**config.mk**
```make
export PLATFORM = sky130hd
export DESIGN_NAME = stf_sqrt
export DESIGN_NICKNAME = d
export VERILOG_FILES = /design/src/hdl/stf_pkg.sv /design/src/hdl/stf_sqrt.sv
export SDC_FILE = /design/constraint.sdc
export NUM_CORES = 2
export LEC_CHECK = 0
export CELL_PAD_IN_SITES_DETAIL_PLACEMENT = 1
export CELL_PAD_IN_SITES_GLOBAL_PLACEMENT = 1
export CORE_ASPECT_RATIO = 0.6
export CORE_MARGIN = 5
export CORE_UTILIZATION = 39
export DETAILED_ROUTE_END_ITERATION = 7
export DONT_BUFFER_PORTS = 1
export PLACE_DENSITY = 0.67
export REMOVE_ABC_BUFFERS = 1
export SETUP_SLACK_MARGIN = 0.15
export SYNTH_ARGS = -nofsm -noshare
export SYNTH_HDL_FRONTEND = slang
export SYNTH_SLANG_ARGS = --single-unit
```
**constraint.sdc**
```tcl
create_clock -name i_clk -period 4.85 [get_ports i_clk]
set_input_delay 0 -clock i_clk [delete_from_list [all_inputs] [get_ports i_clk]]
set_output_delay 0 -clock i_clk [all_outputs]
set_load 0.005 [all_outputs]
```
**src/hdl/stf_pkg.sv**
```systemverilog
// ----------------------------------------------------------------------------
// stf_pkg: shared types, constants and fixed-point helpers
// Word format, pipeline latencies and the saturating Q-format arithmetic that
// the friction pipeline and its tangent projection units share.
// ----------------------------------------------------------------------------
`default_nettype none

package stf_pkg;

    // word format
    localparam int DW   = 32;
    localparam int FRAC = 24;
    localparam int W2   = 2 * DW;

    typedef logic signed [DW-1:0] t_word;
    typedef t_word [2:0]          t_vec3;

    // configuration register indexes
    localparam int CFG_IDX_W = 1;
    localparam logic [CFG_IDX_W-1:0] REG_EPS  = 1'b0;
    localparam logic [CFG_IDX_W-1:0] REG_STEP = 1'b1;

    localparam logic [DW-2:0] EPS_RESET  = (DW-1)'(16777);
    localparam logic [DW-2:0] STEP_RESET = (DW-1)'(167772);

    // rounding and saturation constants
    localparam logic [W2-1:0] HALF    = W2'(1) << (FRAC - 1);
    localparam logic [W2-1:0] MAG_MAX = (W2'(1) << (DW - 1)) - W2'(1);
    localparam logic [DW-2:0] E_MAX   = '1;

    // squared gradient limit 1.21 in Q(2*FRAC)
    localparam logic [W2-1:0] FAULT_THR = (W2'(121) << (2 * FRAC)) / W2'(100);

    // division by three: x * RECIP3 >> RECIP3_SH is exact below 2^32
    localparam logic [DW-1:0] RECIP3    = 32'hAAAA_AAAB;
    localparam int            RECIP3_SH = DW + 1;

    // latencies of the iterative units
    localparam int TAN_LAT  = 4;
    localparam int SQRT_LAT = DW;
    localparam int DIV_LAT  = DW + 1;

    // magnitude of a signed word
    function automatic logic [DW-1:0] mag(input t_word a);
        logic [DW-1:0] u;
        u = a;
        return a[DW-1] ? (~u + DW'(1)) : u;
    endfunction

    // signed word from a magnitude, saturating
    function automatic t_word sat_mag(input logic [W2-1:0] m, input logic neg);
        logic [DW-1:0] lo;
        lo = m[DW-1:0];
        if (!neg) begin
            return (m > MAG_MAX) ? t_word'(MAG_MAX[DW-1:0]) : t_word'(lo);
        end
        if (m > MAG_MAX) begin
            return t_word'({1'b1, {(DW-1){1'b0}}});
        end
        return t_word'(~lo + DW'(1));
    endfunction

    // fixed-point product, rounded half away from zero, saturating
    function automatic t_word fmul(input t_word a, input t_word b);
        logic [W2-1:0] p;
        logic          neg;
        p   = W2'(mag(a)) * W2'(mag(b)) + HALF;
        neg = a[DW-1] ^ b[DW-1];
        return sat_mag(p >> FRAC, neg);
    endfunction

    // saturating add
    function automatic t_word sadd(input t_word a, input t_word b);
        logic [DW:0] s;
        s = {a[DW-1], a} + {b[DW-1], b};
        if (s[DW] != s[DW-1]) begin
            return s[DW] ? t_word'({1'b1, {(DW-1){1'b0}}}) : t_word'({1'b0, {(DW-1){1'b1}}});
        end
        return t_word'(s[DW-1:0]);
    endfunction

    // saturating subtract
    function automatic t_word ssub(input t_word a, input t_word b);
        logic [DW:0] s;
        s = {a[DW-1], a} - {b[DW-1], b};
        if (s[DW] != s[DW-1]) begin
            return s[DW] ? t_word'({1'b1, {(DW-1){1'b0}}}) : t_word'({1'b0, {(DW-1){1'b1}}});
        end
        return t_word'(s[DW-1:0]);
    endfunction

endpackage

`default_nettype wire

```
**src/hdl/stf_sqrt.sv**
```systemverilog
// ----------------------------------------------------------------------------
// stf_sqrt: pipelined integer square root
// One result bit per stage; gives the floor of the root of a double word.
// ----------------------------------------------------------------------------
`default_nettype none

module stf_sqrt import stf_pkg::*; (
    input  logic          i_clk,
    input  logic          i_en,
    input  logic [W2-1:0] i_rad,
    output logic [DW-1:0] o_root
);

    logic [W2-1:0] r_op  [SQRT_LAT];
    logic [W2-1:0] r_res [SQRT_LAT];

    for (genvar s = 0; s < SQRT_LAT; s++) begin : g_step
        localparam logic [W2-1:0] ONE = W2'(1) << (W2 - 2 - 2 * s);
        logic [W2-1:0] w_op;
        logic [W2-1:0] w_res;
        logic [W2-1:0] w_trial;

        if (s == 0) begin : g_first
            assign w_op  = i_rad;
            assign w_res = '0;
        end else begin : g_next
            assign w_op  = r_op[s-1];
            assign w_res = r_res[s-1];
        end

        assign w_trial = w_res + ONE;

        // try the next root bit
        always_ff @(posedge i_clk) begin
            if (i_en) begin
                if (w_op >= w_trial) begin
                    r_op[s]  <= w_op - w_trial;
                    r_res[s] <= (w_res >> 1) + ONE;
                end else begin
                    r_op[s]  <= w_op;
                    r_res[s] <= w_res >> 1;
                end
            end
        end
    end

    assign o_root = r_res[SQRT_LAT-1][DW-1:0];

endmodule

`default_nettype wire

```
==> results.tsv <==
stage	metric	value	unit
route	dr_total_vias	85900	
worst_setup_path	critPathCapture	r_op[1][879]	
route	first_iter_violations	10800	
place	port_buffers	0	
sta	drv_slew	198	
yosys	synth-main-ff-cell	edfxtp_1	
sta	rsz0062_at_grt	no	
worst_setup_path	slowest_delay	0.74	ns
final_layout	area_growth_syn_to_layout	14.2	%
clocking	clock-sinks	2512	
die	die_w	732	um
die	rows	159	
worst_setup_path	cp.arrival	5.26	ns
global_routing	grt_pass1_wl	574000	um
yosys	synth-seq-area-share	0.618	
sta	setup_violations	0	
clocking	clkLatencyLatePin	1.02	ns
worst_setup_path	worstReg2RegStart	r_op[1][802]	
sta	slew_headroom	-0.0878	
worst_setup_path	reg2reg_slack	0.22	ns
sta	period_needed	4.63	ns
yosys	synth_area_leader_cell	edfxtp_1	
yosys	synth_edf_count	2512	
worst_setup_path	cp_max_fo	10	
clocking	clkTransAtPathRegs	0.07	ns
global_routing	grt_pass1_vias	83500	
die	core-area	312000	um2
die	start_util	0.391	
global_routing	overflow	0	
die	chipHeight	443	um
yosys	synth_top_area_frac	0.618	
sta	hold_viol	0	
pwr	leakagePower	51.4	nW
yosys	avgSynthCellArea	12.3	um2
sta	min_period_over_period	0.954	
flow_run	cap_violations	0	
route	viasPerCell	5.80	
worst_setup_path	worstSetupStartpointType	flop	
yosys	syn_inst	9960	
yosys	synth_area	122000	um2
place	place_congestion	0.986	
clocking	cts_root_buffer	clkbuf_16	
pwr	power	65.9	mW
global_routing	grt_max_degree	257	
route	drc	0	
outcome	violations	slew limit	
worst_setup_path	end_kind	flop	
worst_setup_path	worstPathCellList	ha_1, nor4b_1, buf_4, and4_1, nand2_1, o2111ai_1, a21oi_1, o31ai_2, nand4_1, nor3_1, xor2_1	
worst_setup_path	r2r_cells	11	
min_path	hp-class	in2reg	
outcome	outcome	finished, violations left	
yosys	yosysWarningCount	0	
clocking	cts_buffers	249	
yosys	ys_ff_latch	2512	
die	ios	98	
yosys	synth_cell_types	86	
route	wl_per_cell	26.6	um
worst_setup_path	worstPathRequired	5.48	ns
worst_setup_path	crit_start	r_op[1][802]	
worst_setup_path	critical_path_class	reg2reg	
clocking	cts_buffer_depth	4	
worst_setup_path	r2r_end	r_op[1][879]	
route	ant_nets	0	
worst_setup_path	worst_path_max_delay_cell	nor4b_1	
global_routing	antenna_found_initial	25	
clocking	postCtsSetupBuffers	0	
clocking	cts_tree	yes	
yosys	synth.area.top_cells	edfxtp_1 62%, ha_1 5.7%, xor2_1 3.3%	
final_layout	nets	11000	
sta	finalClockSkew	0.0910	ns
route	finalWirelength	393000	um
place	placed_area	129000	um2
sta	fmax	216	MHz
global_routing	track_usage	0.235	
sta	tightest_slew	1.63	ns
final_layout	final_area	139000	um2
die	die_area	325000	um2
yosys	async_flop_share	0	
final_layout	drive_above_1_share	0.0798	
pwr	vdd_drop_max	0.423	mV
route	drt-pass1-iter-count	5	
clocking	htreeDepth	4	
pwr	powerDensity	473	nW/um2
place	place_hpwl	292000	um
==> flip-flops by register name, indices dropped and copies added, names as in the netlist <==
signal	cells
r_op	1984
r_res	528
==> synthesized netlist by cell type, types with 50 or more instances <==
cell	number
a211oi_1	54
a21o_1	212
a21oi_1	509
a31oi_1	56
and3_1	50
clkbuf_1	198
edfxtp_1	2512
ha_1	558
inv_1	679
nand2_1	809
nand2b_1	117
nand3_1	180
nand4_1	195
nor2_1	553
nor2b_1	70
nor3_1	293
nor4_1	388
nor4b_1	52
o21a_1	90
o21ai_0	601
or2_2	53
or3_1	102
or4_1	99
xnor2_1	436
xor2_1	457
==> what timing repair did <==
action	4_1_cts	5_1_grt
gates cloned	14	0
hold endpoints to repair	506	0
setup endpoints to repair	916	11
gates resized for setup	2	4
pin swaps	0	1
hold buffers	144	0
==> cells by family after synthesis <==
logic type,count (synthesis),synth area share
AND/OR/NAND/NOR,3163,0.134
buffers and inverters,914,0.0284
multiplexers,53,0.00478
AO/OA/AOI/OAI,1867,0.0937
XOR/XNOR,893,0.0640
flip-flops,2512,0.618
adder cells (fa/ha/maj),558,0.0572
==> placed cells by master, fill, tap and decap left out, drive strengths merged, types with 90 or more instances in the layout <==
| master | count |
|---|---|
| edfxtp | 2512 |
| nand2 | 809 |
| inv | 685 |
| o21ai | 605 |
| ha | 558 |
| nor2 | 553 |
| a21oi | 509 |
| xor2 | 457 |
| xnor2 | 436 |
| nor4 | 389 |
| nor3 | 293 |
| clkbuf | 281 |
| buf | 277 |
| a21o | 212 |
| nand4 | 195 |
| nand3 | 180 |
| dlygate4sd3 | 137 |
| nand2b | 117 |
| clkinv | 117 |
| or3 | 103 |
| or4 | 101 |
| o21a | 90 |
==> report_power, final <==
part | total (mW) | internal [mW] | switching [mW]
Sequential | 30.1 | 27.5 | 2.59
Clock | 20.4 | 11.6 | 8.84
Combinational | 15.4 | 5.74 | 9.67
==> critical path: cells and delay by family (launching register included) <==
kind / cells / cell delay (ns)
xor+xnor: 1 / 0.13
fa+ha+maj: 1 / 0.51
buf+inv: 1 / 0.24
flops: 1 / 0.42
simple gates: 5 / 2.38
compound gates: 3 / 0.68
==> cell type report <==
cell class                 count  area, um2
antenna                        8       20.0
clock buffer                 281       6370
clock inverter               177       2000
fill                       32500     173000
inverter                     679       2550
multi-input combinational   6534      43500
sequential                  2512      75400
tap                         4186       5240
timing repair buffer         428       4350
==> how the worst min path moves through the flow <==
stage | start | cells after the start | slack (ns) | end
6_report | i_en | 3 | 0.05 | r_op[1][332]
5_1_grt | i_en | 3 | 0.02 | r_op[1][332]
4_1_cts | i_en | 3 | 0.01 | r_op[1][332]
3_5_place_dp | i_rad[29] | 0 | 0.1 | r_op[0][29]
3_3_place_gp | i_rad[3] | 0 | 0.1 | r_op[0][3]
2_1_floorplan | i_rad[0] | 0 | 0.1 | r_op[0][0]
==> stage by stage <==
stage	hold WS (ns)	utilization	worst slack [ns]	setup TNS, ns	cells
6_report	0.0513	0.446	0.222	0	14800
2_1_floorplan	0.0989	-	-0.995	-40.63	9725
3_5_place_dp	0.0990	0.413	-5.10	-2544.45	14200
4_1_cts	0.00983	0.446	0.195	0	14800
3_3_place_gp	0.0990	0.413	-4.62	-2144.86	14200
5_1_grt	0.0174	0.446	0.164	0	14800
==> per-layer routing <==
layer | track usage | vias up | wire length, um
met1 | 0.405 | 43600 | 206000
met2 | 0.271 | 3631 | 134000
li1 | - | 38300 | -
met4 | 0.0322 | 2 | 4720
met5 | 0.00308 | - | 9
met3 | 0.0790 | 343 | 48500
Power figures use the tool's default switching activity.
